<file path="src/hbac_pkg.sv">
// Shared types, codes and helper functions of the block heap allocator.
// No dependencies; every other file imports this package.
`default_nettype none
package hbac_pkg;

   localparam int MAX_HEAP_BLOCKS_DEF = 16384;
   localparam int CACHE_ENTRIES_DEF   = 8;
   localparam int HEAP_BLOCKS_RESET   = 16384;
   localparam int CSR_WIDTH           = 15;
   localparam int PROD_WIDTH          = 48;
   localparam int SPAN_WIDTH          = 45;

   localparam logic [15:0] FREE_ELEMENT_SIZE = 16'd16;

   localparam logic CMD_ALLOC = 1'b0;
   localparam logic CMD_FREE  = 1'b1;

   localparam logic [1:0] STATUS_OK        = 2'd0;
   localparam logic [1:0] STATUS_ZERO_SIZE = 2'd1;
   localparam logic [1:0] STATUS_NO_FIT    = 2'd2;

   typedef struct packed {
      logic        command;
      logic [31:0] request_capacity;
      logic [15:0] element_size;
      logic        raw_mark;
      logic [13:0] freed_block;
   } req_type;

   typedef struct packed {
      logic [1:0]  status;
      logic [13:0] data_block;
      logic [31:0] granted_capacity;
   } rsp_type;

   typedef struct packed {
      logic        used;
      logic        raw;
      logic [15:0] es;
      logic [31:0] cap;
   } hdr_type;

   typedef struct packed {
      logic take;
      logic inval;
      logic push;
   } cache_op_type;

   typedef enum logic [4:0] {
      S_CLEAR,
      S_IDLE,
      S_FREE_RD,
      S_FREE_MUL,
      S_FREE_WR,
      S_MRG_RD,
      S_MRG_MUL,
      S_MRG_CHK,
      S_MRG_RDN,
      S_MRG_NXT,
      S_MRG_WR,
      S_FREE_PUSH,
      S_ALC_MUL,
      S_ALC_NEED,
      S_ALC_SCAN,
      S_ALC_FIT,
      S_ALC_SPLIT,
      S_ALC_HDR,
      S_FINISH
   } state_type;

   // blocks covered by a byte count, rounded up
   function automatic logic [SPAN_WIDTH-1:0] ceil16(input logic [PROD_WIDTH-1:0] p);
      logic [PROD_WIDTH:0] t;
      t = {1'b0, p} + (PROD_WIDTH+1)'(15);
      return t[PROD_WIDTH:4];
   endfunction

   function automatic logic [31:0] sat32(input logic [PROD_WIDTH-1:0] v);
      return (v > PROD_WIDTH'(32'hFFFF_FFFF)) ? 32'hFFFF_FFFF : v[31:0];
   endfunction

   // extra elements that fit in one spare block: floor(16 / es)
   function automatic logic [4:0] spare_elems(input logic [15:0] es);
      logic [4:0] r;
      case (es) inside
         16'd1:           r = 5'd16;
         16'd2:           r = 5'd8;
         16'd3:           r = 5'd5;
         16'd4:           r = 5'd4;
         16'd5:           r = 5'd3;
         [16'd6:16'd8]:   r = 5'd2;
         [16'd9:16'd16]:  r = 5'd1;
         default:         r = 5'd0;
      endcase
      return r;
   endfunction

endpackage
`default_nettype wire

</file>
<file path="src/hbac_seq.sv">
// Sequencer and datapath: one shared multiplier, header walk, coalescing, split,
// clearing pass and result register. Depends on hbac_pkg.
`default_nettype none
module hbac_seq #(
   parameter int MAXB = 16384,
   parameter int N    = 8,
   parameter int AW   = 14,
   parameter int HW   = 15,
   parameter int SLW  = 3
) (
   input  wire logic              clock,
   input  wire logic              reset,
   input  wire logic              restart,
   input  wire logic [HW-1:0]     heap_blocks,
   input  wire logic              req_valid,
   output logic                   req_ready,
   input  wire hbac_pkg::req_type req_data,
   output logic                   rsp_valid,
   input  wire logic              rsp_ready,
   output hbac_pkg::rsp_type      rsp_data,
   output logic                   ram_wr_en,
   output logic [AW-1:0]          ram_wr_addr,
   output hbac_pkg::hdr_type      ram_wr_data,
   output logic                   ram_rd_en,
   output logic [AW-1:0]          ram_rd_addr,
   input  wire hbac_pkg::hdr_type ram_rd_data,
   output hbac_pkg::cache_op_type cache_op,
   output logic [SLW-1:0]         cache_slot,
   output logic [AW-1:0]          cache_inval_idx,
   output logic [AW-1:0]          cache_push_idx,
   input  wire logic              cache_sel_valid,
   input  wire logic [AW-1:0]     cache_sel_idx
);
   import hbac_pkg::*;

   localparam int XW  = SPAN_WIDTH + 1;
   localparam int FW  = (HW > 14) ? HW : 14;
   localparam int DW  = (AW + 1 > 14) ? AW + 1 : 14;
   localparam int SCW = $clog2(N + 1);

   state_type              state_ff, state_in;
   req_type                req_ff, req_in;
   logic [AW-1:0]          h_ff, h_in;
   logic [AW-1:0]          n_ff, n_in;
   logic [AW-1:0]          r_ff, r_in;
   logic [AW-1:0]          clr_ff, clr_in;
   logic [PROD_WIDTH-1:0]  prod_ff, prod_in;
   logic [PROD_WIDTH-1:0]  prodf_ff, prodf_in;
   logic [SPAN_WIDTH-1:0]  span_ff, span_in;
   logic [SPAN_WIDTH-1:0]  need_ff, need_in;
   logic [SPAN_WIDTH-1:0]  diff_ff, diff_in;
   logic [SCW-1:0]         slot_ff, slot_in;
   logic [31:0]            cap_ff, cap_in;
   logic [1:0]             status_ff, status_in;
   rsp_type                rsp_ff, rsp_in;
   logic                   rsp_valid_ff, rsp_valid_in;

   logic [31:0]            mul_a;
   logic [15:0]            mul_b;
   logic [SPAN_WIDTH-1:0]  span_w;
   logic [XW-1:0]          nx_w;
   logic [XW-1:0]          rx_w;
   logic [XW-1:0]          hb_x;
   logic [SPAN_WIDTH-1:0]  diff_w;
   logic [PROD_WIDTH:0]    sum_w;
   logic [XW-1:0]          newcap_w;
   logic [32:0]            capx_w;
   logic                   fb_ok;
   logic                   scan_end;
   logic                   grant;
   logic                   out_free;
   logic [DW-1:0]          dblk_w;
   state_type              done_state;

   assign req_ready  = (state_ff == S_IDLE);
   assign rsp_valid  = rsp_valid_ff;
   assign rsp_data   = rsp_ff;
   assign cache_slot = slot_ff[SLW-1:0];
   assign cache_inval_idx = n_ff;

   // shared unit: one 32x16 multiplier, registered product
   always_comb begin
      mul_a = req_ff.request_capacity;
      mul_b = req_ff.element_size;
      if (state_ff == S_FREE_MUL || state_ff == S_MRG_MUL || state_ff == S_MRG_NXT) begin
         mul_a = ram_rd_data.cap;
         mul_b = ram_rd_data.es;
      end
      prod_in = PROD_WIDTH'(mul_a) * PROD_WIDTH'(mul_b);
   end

   always_comb begin
      span_w   = ceil16(prod_ff);
      hb_x     = XW'(heap_blocks);
      nx_w     = XW'(h_ff) + XW'(span_w) + XW'(1);
      rx_w     = XW'(h_ff) + XW'(need_ff) + XW'(1);
      diff_w   = span_ff - need_ff;
      sum_w    = {1'b0, prodf_ff} + {1'b0, prod_ff};
      newcap_w = XW'(sum_w[PROD_WIDTH:4]) + XW'(1);
      capx_w   = {1'b0, req_ff.request_capacity} +
                 ((diff_w == SPAN_WIDTH'(1)) ? 33'(spare_elems(req_ff.element_size)) : 33'd0);
      fb_ok    = (req_data.freed_block != 14'd0) &&
                 (FW'(req_data.freed_block - 14'd1) < FW'(heap_blocks));
      scan_end = (slot_ff == SCW'(N));
      out_free = !rsp_valid_ff || rsp_ready;
      grant    = (status_ff == STATUS_OK) && (req_ff.command == CMD_ALLOC);
      dblk_w   = DW'(h_ff) + DW'(1);
      done_state = (req_ff.command == CMD_FREE) ? S_FREE_PUSH : S_ALC_FIT;
   end

   // next state
   always_comb begin
      state_in = state_ff;
      case (state_ff)
         S_CLEAR:     if (clr_ff == AW'(MAXB - 1)) state_in = S_IDLE;
         S_IDLE: begin
            if (req_valid) begin
               if (req_data.command == CMD_FREE) begin
                  state_in = fb_ok ? S_FREE_RD : S_FINISH;
               end else begin
                  state_in = (req_data.element_size == 16'd0) ? S_FINISH : S_ALC_MUL;
               end
            end
         end
         S_FREE_RD:   state_in = S_FREE_MUL;
         S_FREE_MUL:  state_in = S_FREE_WR;
         S_FREE_WR:   state_in = S_MRG_RD;
         S_MRG_RD:    state_in = S_MRG_MUL;
         S_MRG_MUL:   state_in = S_MRG_CHK;
         S_MRG_CHK:   state_in = (nx_w >= hb_x) ? done_state : S_MRG_RDN;
         S_MRG_RDN:   state_in = S_MRG_NXT;
         S_MRG_NXT:   state_in = ram_rd_data.used ? done_state : S_MRG_WR;
         S_MRG_WR:    state_in = S_MRG_RD;
         S_FREE_PUSH: state_in = S_FINISH;
         S_ALC_MUL:   state_in = S_ALC_NEED;
         S_ALC_NEED:  state_in = S_ALC_SCAN;
         S_ALC_SCAN: begin
            if (scan_end) begin
               state_in = S_FINISH;
            end else if (cache_sel_valid) begin
               state_in = S_MRG_RD;
            end
         end
         S_ALC_FIT: begin
            if (need_ff > span_ff) begin
               state_in = S_ALC_SCAN;
            end else if (diff_w > SPAN_WIDTH'(1) && rx_w < hb_x) begin
               state_in = S_ALC_SPLIT;
            end else begin
               state_in = S_ALC_HDR;
            end
         end
         S_ALC_SPLIT: state_in = S_ALC_HDR;
         S_ALC_HDR:   state_in = S_FINISH;
         S_FINISH:    if (out_free) state_in = S_IDLE;
         default:     state_in = S_CLEAR;
      endcase
      if (restart) begin
         state_in = S_CLEAR;
      end
   end

   // memory and cache controls
   always_comb begin
      ram_wr_en    = 1'b0;
      ram_wr_addr  = h_ff;
      ram_wr_data  = '{used: 1'b0, raw: 1'b0, es: FREE_ELEMENT_SIZE, cap: 32'd0};
      ram_rd_en    = 1'b0;
      ram_rd_addr  = h_ff;
      cache_op     = '0;
      cache_push_idx = h_ff;
      case (state_ff)
         S_CLEAR: begin
            ram_wr_en   = 1'b1;
            ram_wr_addr = clr_ff;
            if (clr_ff == '0) begin
               ram_wr_data.cap = 32'(heap_blocks) - 32'd1;
            end else begin
               ram_wr_data = '0;
            end
         end
         S_FREE_RD, S_MRG_RD: ram_rd_en = 1'b1;
         S_MRG_RDN: begin
            ram_rd_en   = 1'b1;
            ram_rd_addr = n_ff;
         end
         S_FREE_WR: begin
            ram_wr_en       = 1'b1;
            ram_wr_data.cap = sat32(PROD_WIDTH'(span_w));
         end
         S_MRG_WR: begin
            ram_wr_en       = 1'b1;
            ram_wr_data.cap = sat32(PROD_WIDTH'(newcap_w));
            cache_op.inval  = 1'b1;
         end
         S_FREE_PUSH: cache_op.push = 1'b1;
         S_ALC_FIT:   cache_op.take = (need_ff <= span_ff);
         S_ALC_SPLIT: begin
            ram_wr_en       = 1'b1;
            ram_wr_addr     = r_ff;
            ram_wr_data.cap = sat32(PROD_WIDTH'(diff_ff - SPAN_WIDTH'(1)));
            cache_op.push   = 1'b1;
            cache_push_idx  = r_ff;
         end
         S_ALC_HDR: begin
            ram_wr_en   = 1'b1;
            ram_wr_data = '{used: 1'b1, raw: req_ff.raw_mark,
                            es: req_ff.element_size, cap: cap_ff};
         end
         default: ;
      endcase
   end

   // datapath registers
   always_comb begin
      req_in       = req_ff;
      h_in         = h_ff;
      n_in         = n_ff;
      r_in         = r_ff;
      clr_in       = clr_ff;
      prodf_in     = prodf_ff;
      span_in      = span_ff;
      need_in      = need_ff;
      diff_in      = diff_ff;
      slot_in      = slot_ff;
      cap_in       = cap_ff;
      status_in    = status_ff;
      rsp_in       = rsp_ff;
      rsp_valid_in = rsp_valid_ff && !rsp_ready;
      case (state_ff)
         S_CLEAR: clr_in = clr_ff + AW'(1);
         S_IDLE: begin
            if (req_valid) begin
               req_in    = req_data;
               h_in      = AW'(req_data.freed_block - 14'd1);
               slot_in   = '0;
               status_in = (req_data.command == CMD_ALLOC && req_data.element_size == 16'd0)
                           ? STATUS_ZERO_SIZE : STATUS_OK;
            end
         end
         S_MRG_CHK: begin
            span_in  = span_w;
            prodf_in = prod_ff;
            n_in     = AW'(nx_w);
         end
         S_ALC_NEED: need_in = span_w;
         S_ALC_SCAN: begin
            if (scan_end) begin
               status_in = STATUS_NO_FIT;
            end else if (cache_sel_valid) begin
               h_in = cache_sel_idx;
            end else begin
               slot_in = slot_ff + SCW'(1);
            end
         end
         S_ALC_FIT: begin
            if (need_ff > span_ff) begin
               slot_in = slot_ff + SCW'(1);
            end else begin
               diff_in = diff_w;
               r_in    = AW'(rx_w);
               if (diff_w <= SPAN_WIDTH'(1)) begin
                  cap_in = capx_w[32] ? 32'hFFFF_FFFF : capx_w[31:0];
               end else begin
                  cap_in = req_ff.request_capacity;
               end
            end
         end
         S_FINISH: begin
            if (out_free) begin
               rsp_valid_in            = 1'b1;
               rsp_in.status           = status_ff;
               rsp_in.data_block       = grant ? dblk_w[13:0] : 14'd0;
               rsp_in.granted_capacity = grant ? cap_ff : 32'd0;
            end
         end
         default: ;
      endcase
      if (restart) begin
         clr_in = '0;
      end
   end

   always_ff @(posedge clock) begin
      if (reset) begin
         state_ff     <= S_CLEAR;
         clr_ff       <= '0;
         rsp_valid_ff <= 1'b0;
      end else begin
         state_ff     <= state_in;
         clr_ff       <= clr_in;
         rsp_valid_ff <= rsp_valid_in;
      end
   end

   always_ff @(posedge clock) begin
      req_ff    <= req_in;
      h_ff      <= h_in;
      n_ff      <= n_in;
      r_ff      <= r_in;
      prod_ff   <= prod_in;
      prodf_ff  <= prodf_in;
      span_ff   <= span_in;
      need_ff   <= need_in;
      diff_ff   <= diff_in;
      slot_ff   <= slot_in;
      cap_ff    <= cap_in;
      status_ff <= status_in;
      rsp_ff    <= rsp_in;
   end

   a_no_write_idle: assert property (@(posedge clock) disable iff (reset)
      (state_ff == S_IDLE || state_ff == S_FINISH) |-> !ram_wr_en)
      else $error("header write outside an operation");

   a_cache_one_op: assert property (@(posedge clock) disable iff (reset)
      $onehot0({cache_op.take, cache_op.inval, cache_op.push}))
      else $error("more than one cache operation in a cycle");

   a_accept_leaves_idle: assert property (@(posedge clock) disable iff (reset)
      (req_valid && req_ready && !restart) |=> state_ff != S_IDLE)
      else $error("accepted beat did not start an operation");

   a_finish_delivers: assert property (@(posedge clock) disable iff (reset)
      (state_ff == S_FINISH && !rsp_valid_ff && !restart) |=> rsp_valid_ff)
      else $error("finished operation lost its result");

endmodule
`default_nettype wire

</file>
<file path="config.mk">
export PLATFORM = sky130hd
export DESIGN_NAME = hbac_seq
export DESIGN_NICKNAME = d
export VERILOG_FILES = /design/src/hbac_pkg.sv /design/src/hbac_seq.sv
export SDC_FILE = /design/constraint.sdc
export NUM_CORES = 2
export LEC_CHECK = 0
export BUFFER_PORTS_ARGS = -buffer_cell sky130_fd_sc_hd__buf_2
export CAP_MARGIN = 5
export CORE_ASPECT_RATIO = 1.2
export CORE_UTILIZATION = 50
export CTS_CLUSTER_DIAMETER = 200
export DETAILED_ROUTE_END_ITERATION = 12
export GPL_ROUTABILITY_DRIVEN = 1
export PLACE_DENSITY = 0.68
export SYNTH_ARGS = -nofsm -noshare
export SYNTH_HDL_FRONTEND = slang
export SYNTH_SLANG_ARGS = --single-unit
export TNS_END_PERCENT = 30
</file>
<file path="constraint.sdc">
create_clock -name clock -period 12.84 [get_ports clock]
set_input_delay 2.568 -clock clock [delete_from_list [all_inputs] [get_ports clock]]
set_output_delay 2.568 -clock clock [all_outputs]
set_load 0.03 [all_outputs]
</file>
Yosys cells after proc, flatten, opt, wreduce, memory -nomap -nowiden

Index checks and enable logic that the tools add are counted.
W data, S select, Z words.

Register bits: 429
Input bits: 149
Output and inout port bits: 164

$add $sub $neg: 16
$mul: 1
Order comparisons: 14
Equality and inequality tests: 35
Multiplexer cells: 56
Bitwise logic cells: 3
Reduce and logical (&&, ||, !) cells: 32

Operators with widths:

| operator                | count |
|---|---|
| $mux W32                | 7 |
| $pmux W32 S5            | 1 |
| $add A14 B45 Y46        | 2 |
| $add A46 B1 Y46 const B | 2 |
| $pmux W5 S17            | 1 |
| $mux W5                 | 15 |
| $mux W14                | 5 |
| $pmux W14 S2            | 2 |
| $add A48 B4 Y49 const B | 1 |
| $add A48 B48 Y49        | 1 |
| $gt A48 B32 Y1 const B  | 1 |
| $mul A32 B16 Y48        | 1 |
| $add A45 B1 Y46 const B | 1 |
| $ge A46 B15 Y1          | 1 |
| $gt A46 B32 Y1 const B  | 1 |
| $lt A46 B15 Y1          | 1 |
| $sub A45 B1 Y46 const B | 1 |
| $eq A45 B1 Y1 const B   | 1 |
| $gt A45 B1 Y1 const B   | 1 |
| $gt A45 B32 Y1 const B  | 1 |
| $gt A45 B45 Y1          | 1 |
| $le A45 B1 Y1 const B   | 1 |
| $le A45 B45 Y1          | 1 |
| $sub A45 B45 Y45        | 1 |
| other kinds (49)        | 106 |

Depth between registers and ports, before layout

Depth in word-level cells: 13
Depth in mapped cells: 36
Mapped depth without buffers: 32

Worst setup path before layout

Ideal clock, no wire load.

Kind: input-to-reg
From: in ram_rd_data[38] (netlist bit)
To: reg prod_ff[47]
Setup time: 0.122 ns
Arrival: 8.784 ns
Required time: 12.718 ns
Setup slack: 3.934 ns
Cell stages on the path: 28
Buffers on the path: 1
Cell sequence: mux2i_1 > clkbuf_1 > nor2_1 > fa_1 > inv_1 > fa_1 > fa_1 > inv_1 > fa_1 > fa_1 > inv_1 > fa_1 > inv_1 > ha_1 > a21oi_1 > o21ai_0 > a21o_1 > a21oi_1 > o21ai_0 > a31oi_1 > o21ai_0 > a21oi_1 > o311ai_0 > nand4_1 > nand3_1 > a21oi_1 > o21ai_0 > xnor2_1

Word-level cells in the longest chain between the ends: 2

Ends and longest elaborated chain:

| what                 | RTL line        | RTL |
|---|---|---|
| from (decl)          | hbac_seq.sv:26  | `input wire hbac_pkg::hdr_type ram_rd_data,` |
| $mux W16             | hbac_seq.sv:85  | `if (state_ff == S_FREE_MUL \|\| state_ff == S_MRG_MUL \|\| state_ff == S_MRG_NXT) begin` |
| $mul A32 B16 Y48     | hbac_seq.sv:89  | `prod_in = PROD_WIDTH'(mul_a) * PROD_WIDTH'(mul_b);` |
| net prod_in[47]      | hbac_seq.sv:47  | `logic [PROD_WIDTH-1:0] prod_ff, prod_in;` |
| to (signal assigned) | hbac_seq.sv:301 | `prod_ff <= prod_in;` |
| to (decl)            | hbac_seq.sv:47  |  |

The timed path passes the listed nets, and every way through them passes these cells.
A chain may end at the register's enable or synchronous reset.

Worst setup path after layout

From: reg need_ff[14]
To: reg cap_ff[18] (data pin)

Word-level cells in the longest chain between the ends: 6
Elaborated cells on any way between the ends: 7

Ends and longest elaborated chain:

| what                   | RTL line        | RTL |
|---|---|---|
| from (decl)            | hbac_seq.sv:50  | `logic [SPAN_WIDTH-1:0] need_ff, need_in;` |
| from (signal assigned) | hbac_seq.sv:304 | `need_ff <= need_in;` |
| $sub A45 B45 Y45 *     | hbac_seq.sv:97  | `diff_w = span_ff - need_ff;` |
| net diff_w[20]         | hbac_seq.sv:64  | `logic [SPAN_WIDTH-1:0] diff_w;` |
| $eq A45 B1 Y1          | hbac_seq.sv:101 | `((diff_w == SPAN_WIDTH'(1)) ? 33'(spare_elems(req_ff.element_size)) : 33'd0);` |
| $mux W5                | hbac_seq.sv:101 |  |
| $add A32 B5 Y33        | hbac_seq.sv:100 | `capx_w = {1'b0, req_ff.request_capacity} +` |
| $mux W32               | hbac_seq.sv:263 | `cap_in = capx_w[32] ? 32'hFFFF_FFFF : capx_w[31:0];` |
| $mux W32 *             | hbac_seq.sv:262 | `if (diff_w <= SPAN_WIDTH'(1)) begin` |
| to (signal assigned)   | hbac_seq.sv:307 | `cap_ff <= cap_in;` |
| to (decl)              | hbac_seq.sv:53  | `logic [31:0] cap_ff, cap_in;` |

Mark *: on every way through the listed nets, which the timed path passes. The rest lies on a longest branch.

==> reports/metrics.yaml <==
outcome:
  status: "finished clean"
grt:
  grt_overflow: 0
  grtUsageTotal_pct: 32.7
  grt_pass1_wl_um: 231000
  grt_max_degree: 93
  antenna_found_initial: 7
  grt_pass1_vias: 38900
setup_path:
  critPathCaptureType: "flip-flop"
  worst-setup-path-type: "flip-flop to flip-flop"
  startpoint_type: "flip-flop"
  cp.arrival_ps: 10810
  crit_required_ps: 13270
  ff2ff_path_depth: 23
  critPathCapture: "cap_ff[18]"
  crit_fanout: 24
  reg2reg_from: "need_ff[14]"
  reg2reg_setup_slack_ps: 2460
  cp-startpoint: "need_ff[14]"
  r2r-end: "cap_ff[18]"
place:
  dp.cells: 6446
  hpwl_um: 123000
  placed_area_sq_um: 48600
  gp_congestion: 0.981
  port_buffers: 311
clock_network:
  post-cts-setup-buffers: 0
  clkSinkCount: 429
  cts_buffers: 48
  path_clk_slew_ps: 60
  clkLatencyLatePin_ps: 640
  hold_buffers: 0
  clock-root-buffer: "clkbuf_16"
  cts_max_level: 2
  cts_buffer_depth: 3
  cts-resized-gates: 0
  tritoncts: "done"
die:
  fp.dieW_um: 278
  core_sq_um: 90700
  ios: 313
  die_area_sq_um: 92700
  rows: 121
  initial_utilization_pct: 50.4
  die_h_um: 333
power_and_ir_drop:
  p_leak_uw: 0.0219
  ir_worst_vdd_mv: 0.100
  fin_total_pwr_uw: 3070
  power.density_nw_per_um2: 61.0
sta:
  period_minus_slack_ps: 10380
  slew_violations: 0
  min_period_over_period_pct: 80.8
  hold_viol: 0
  fmax_ghz: 0.0964
  slew-limit-headroom_pct: 19.1
  finClkSkew_ps: 46.8
  tns_ps: 0
  setup-violations-final: 0
  tightest_slew_ps: 1200
  rsz0062_at_grt: "no"
yosys:
  synthXorXnorAreaFrac_pct: 5.78
  ys_seq_area_share_pct: 26.7
  synth_compound_area_share_pct: 12.7
  syn_area_sq_um: 45700
  synth_adder_area_share_pct: 26.6
  avgSynthCellArea_sq_um: 8.99
  synth_ff_type: "edfxtp_1"
  synthSimpleGateAreaFrac_pct: 18.6
  synth_edf_count: 361
  ys_types: 100
  yosys_warnings: 0
  synth_seq_cells: 429
  synth_top_family_by_area: "adder cells"
  netlist_instances: 5089
  synth-async-reset-ratio_pct: 0
  muxShareOfSynthArea_pct: 2.79
  synth_nets: 5958
cells_and_area:
  areaGrowthSynthToFinish_pct: 9.97
  stdcell_area_sq_um: 50300
  drive_gt1_share_pct: 10.7
  multi_input_area_sq_um: 30600
  utilization_pct: 55.5
  fin_nets: 6197
  finalNonFillerCells: 6538
  fill_cells: 8322
  seq_area_sq_um: 12200
detailed_routing:
  drc: 0
  wl_um: 153000
  drt_iter0_markers: 3479
  vias: 39200
  detail_route.wl_per_cell_um: 23.4
  vias_per_cell: 5.99
  drt_pass1_iterations: 7
  ant_nets: 0
run:
  cap_violations: 0
hold_path:
  hold_class: "flip-flop to flip-flop"
cells by family (layout without fill, tap and decap cells):
family,after synthesis,in the layout
simple gates,1807,1807
compound gates,893,893
buf+inv,821,1100
fa+ha+maj,720,720
flops,429,429
xor+xnor,300,300
mux,119,119
other cells,0,2
layout by cell type, fill, tap and decap left out, drive strengths merged, types with 15 or more instances in the layout:
cell type,n
and3,51
o31ai,15
nand2,583
edfxtp,361
dfxtp,68
nand3,125
nor2,473
a21o,85
clkbuf,70
a211oi,24
mux2i,50
o21a,37
o21ai,160
xor2,101
ha,298
or4,20
nand4,80
fa,422
inv,655
nand2b,28
and4,15
a21oi,294
nor2b,42
xnor2,198
and2,93
o211ai,20
nor3,132
nor4,55
a31oi,38
a2111oi,40
or3,40
or2,25
buf,359
o21bai,24
mux2,69
how the worst min path moves through the flow:
| stage | startpoint | depth (start not counted) | endpoint |
|---|---|---|---|
| floorplan | prod_ff[20] | 0 | prodf_ff[20] |
| finish | status_ff[0] | 0 | rsp_data[46] |
| global route | prod_ff[3] | 0 | prodf_ff[3] |
| detailed placement | status_ff[0] | 0 | rsp_data[46] |
| CTS | status_ff[0] | 0 | rsp_data[46] |
| global placement | status_ff[0] | 0 | rsp_data[46] |
power breakdown:
group | switching, uW | total [uW] | leakage [uW] | internal [uW]
combinational | 64.2 | 103 | 0.0172 | 38.3
sequential | 0.437 | 1490 | 0.00382 | 1490
clock | 612 | 1470 | 0.000820 | 863
total | 676 | 3070 | 0.0219 | 2390
layer usage:
metal	GRT usage (%)	part of all wire [%]	vias to the layer above
met5	0	0.0085	-
met4	16.5	5.6	2
met3	5.19	8.1	394
met2	55.9	48	1808
met1	39.9	38	19000
li1	-	-	18000
Yosys cell counts, drive strengths merged, types with 55 or more instances:
master | count | area share [%]
inv | 650 | 5.3
a21oi | 294 | 3.2
nand2 | 583 | 4.8
nand3 | 125 | 1.4
edfxtp | 361 | 24
o21ai | 160 | 1.8
dfxtp | 68 | 3.0
nor3 | 132 | 1.4
mux2 | 69 | 1.7
ha | 298 | 8.2
nor4 | 55 | 0.77
xnor2 | 198 | 3.8
fa | 422 | 18
xor2 | 101 | 1.9
and2 | 93 | 1.3
nand4 | 80 | 1.1
a21o | 85 | 1.4
nor2 | 473 | 3.9
clkbuf | 146 | 1.2
sequential cells by signal, summed over array words and instances, names as in the netlist:
name             cells
prod_ff             48
cache_inval_idx     14
cap_ff              32
clr_ff              14
rsp_valid            1
span_ff             45
rsp_data            48
state_ff             5
h_ff                14
slot_ff              4
status_ff            2
need_ff             45
prodf_ff            48
diff_ff             45
req_ff              50
r_ff                14
final cells by class:
type                       instances  share of cell area [%]
clock inverter                    20                   0.512
antenna                            2                 0.00995
tap                             1168                    2.91
inverter                         651                    4.86
timing repair buffer             359                    3.84
clock buffer                      70                    2.84
multi-input combinational       3839                    60.8
sequential                       429                    24.3
metrics by stage:
| step | hold WS (ps) | worst slack, ps |
|---|---|---|
| 2_1_floorplan | 435 | 3930 |
| 5_1_grt | 521 | 1860 |
| 3_5_place_dp | 480 | 2500 |
| 6_report | 493 | 2460 |
| 3_3_place_gp | 478 | 2550 |
| 4_1_cts | 495 | 2520 |
worst max-delay path, cell delays in order (launching register included):
cell and delay [ps]:
edfxtp_1 590, inv_1 230, ha_1 400, nand3_1 120, or3_1 500, a211oi_1 540
o311ai_0 420, o21a_1 310, xnor2_1 180, or4_1 580, nor4_1 340, nand4_1 220
nor4_1 290, or4b_1 830, or4_4 640, fa_1 410, nor2b_1 140, o21ai_0 90
nand2b_1 140, a21oi_1 220, nor3_2 740, nand4_1 1080, and2_1 810, a41oi_1 320
No activity file was read; power rests on OpenSTA's default activity.
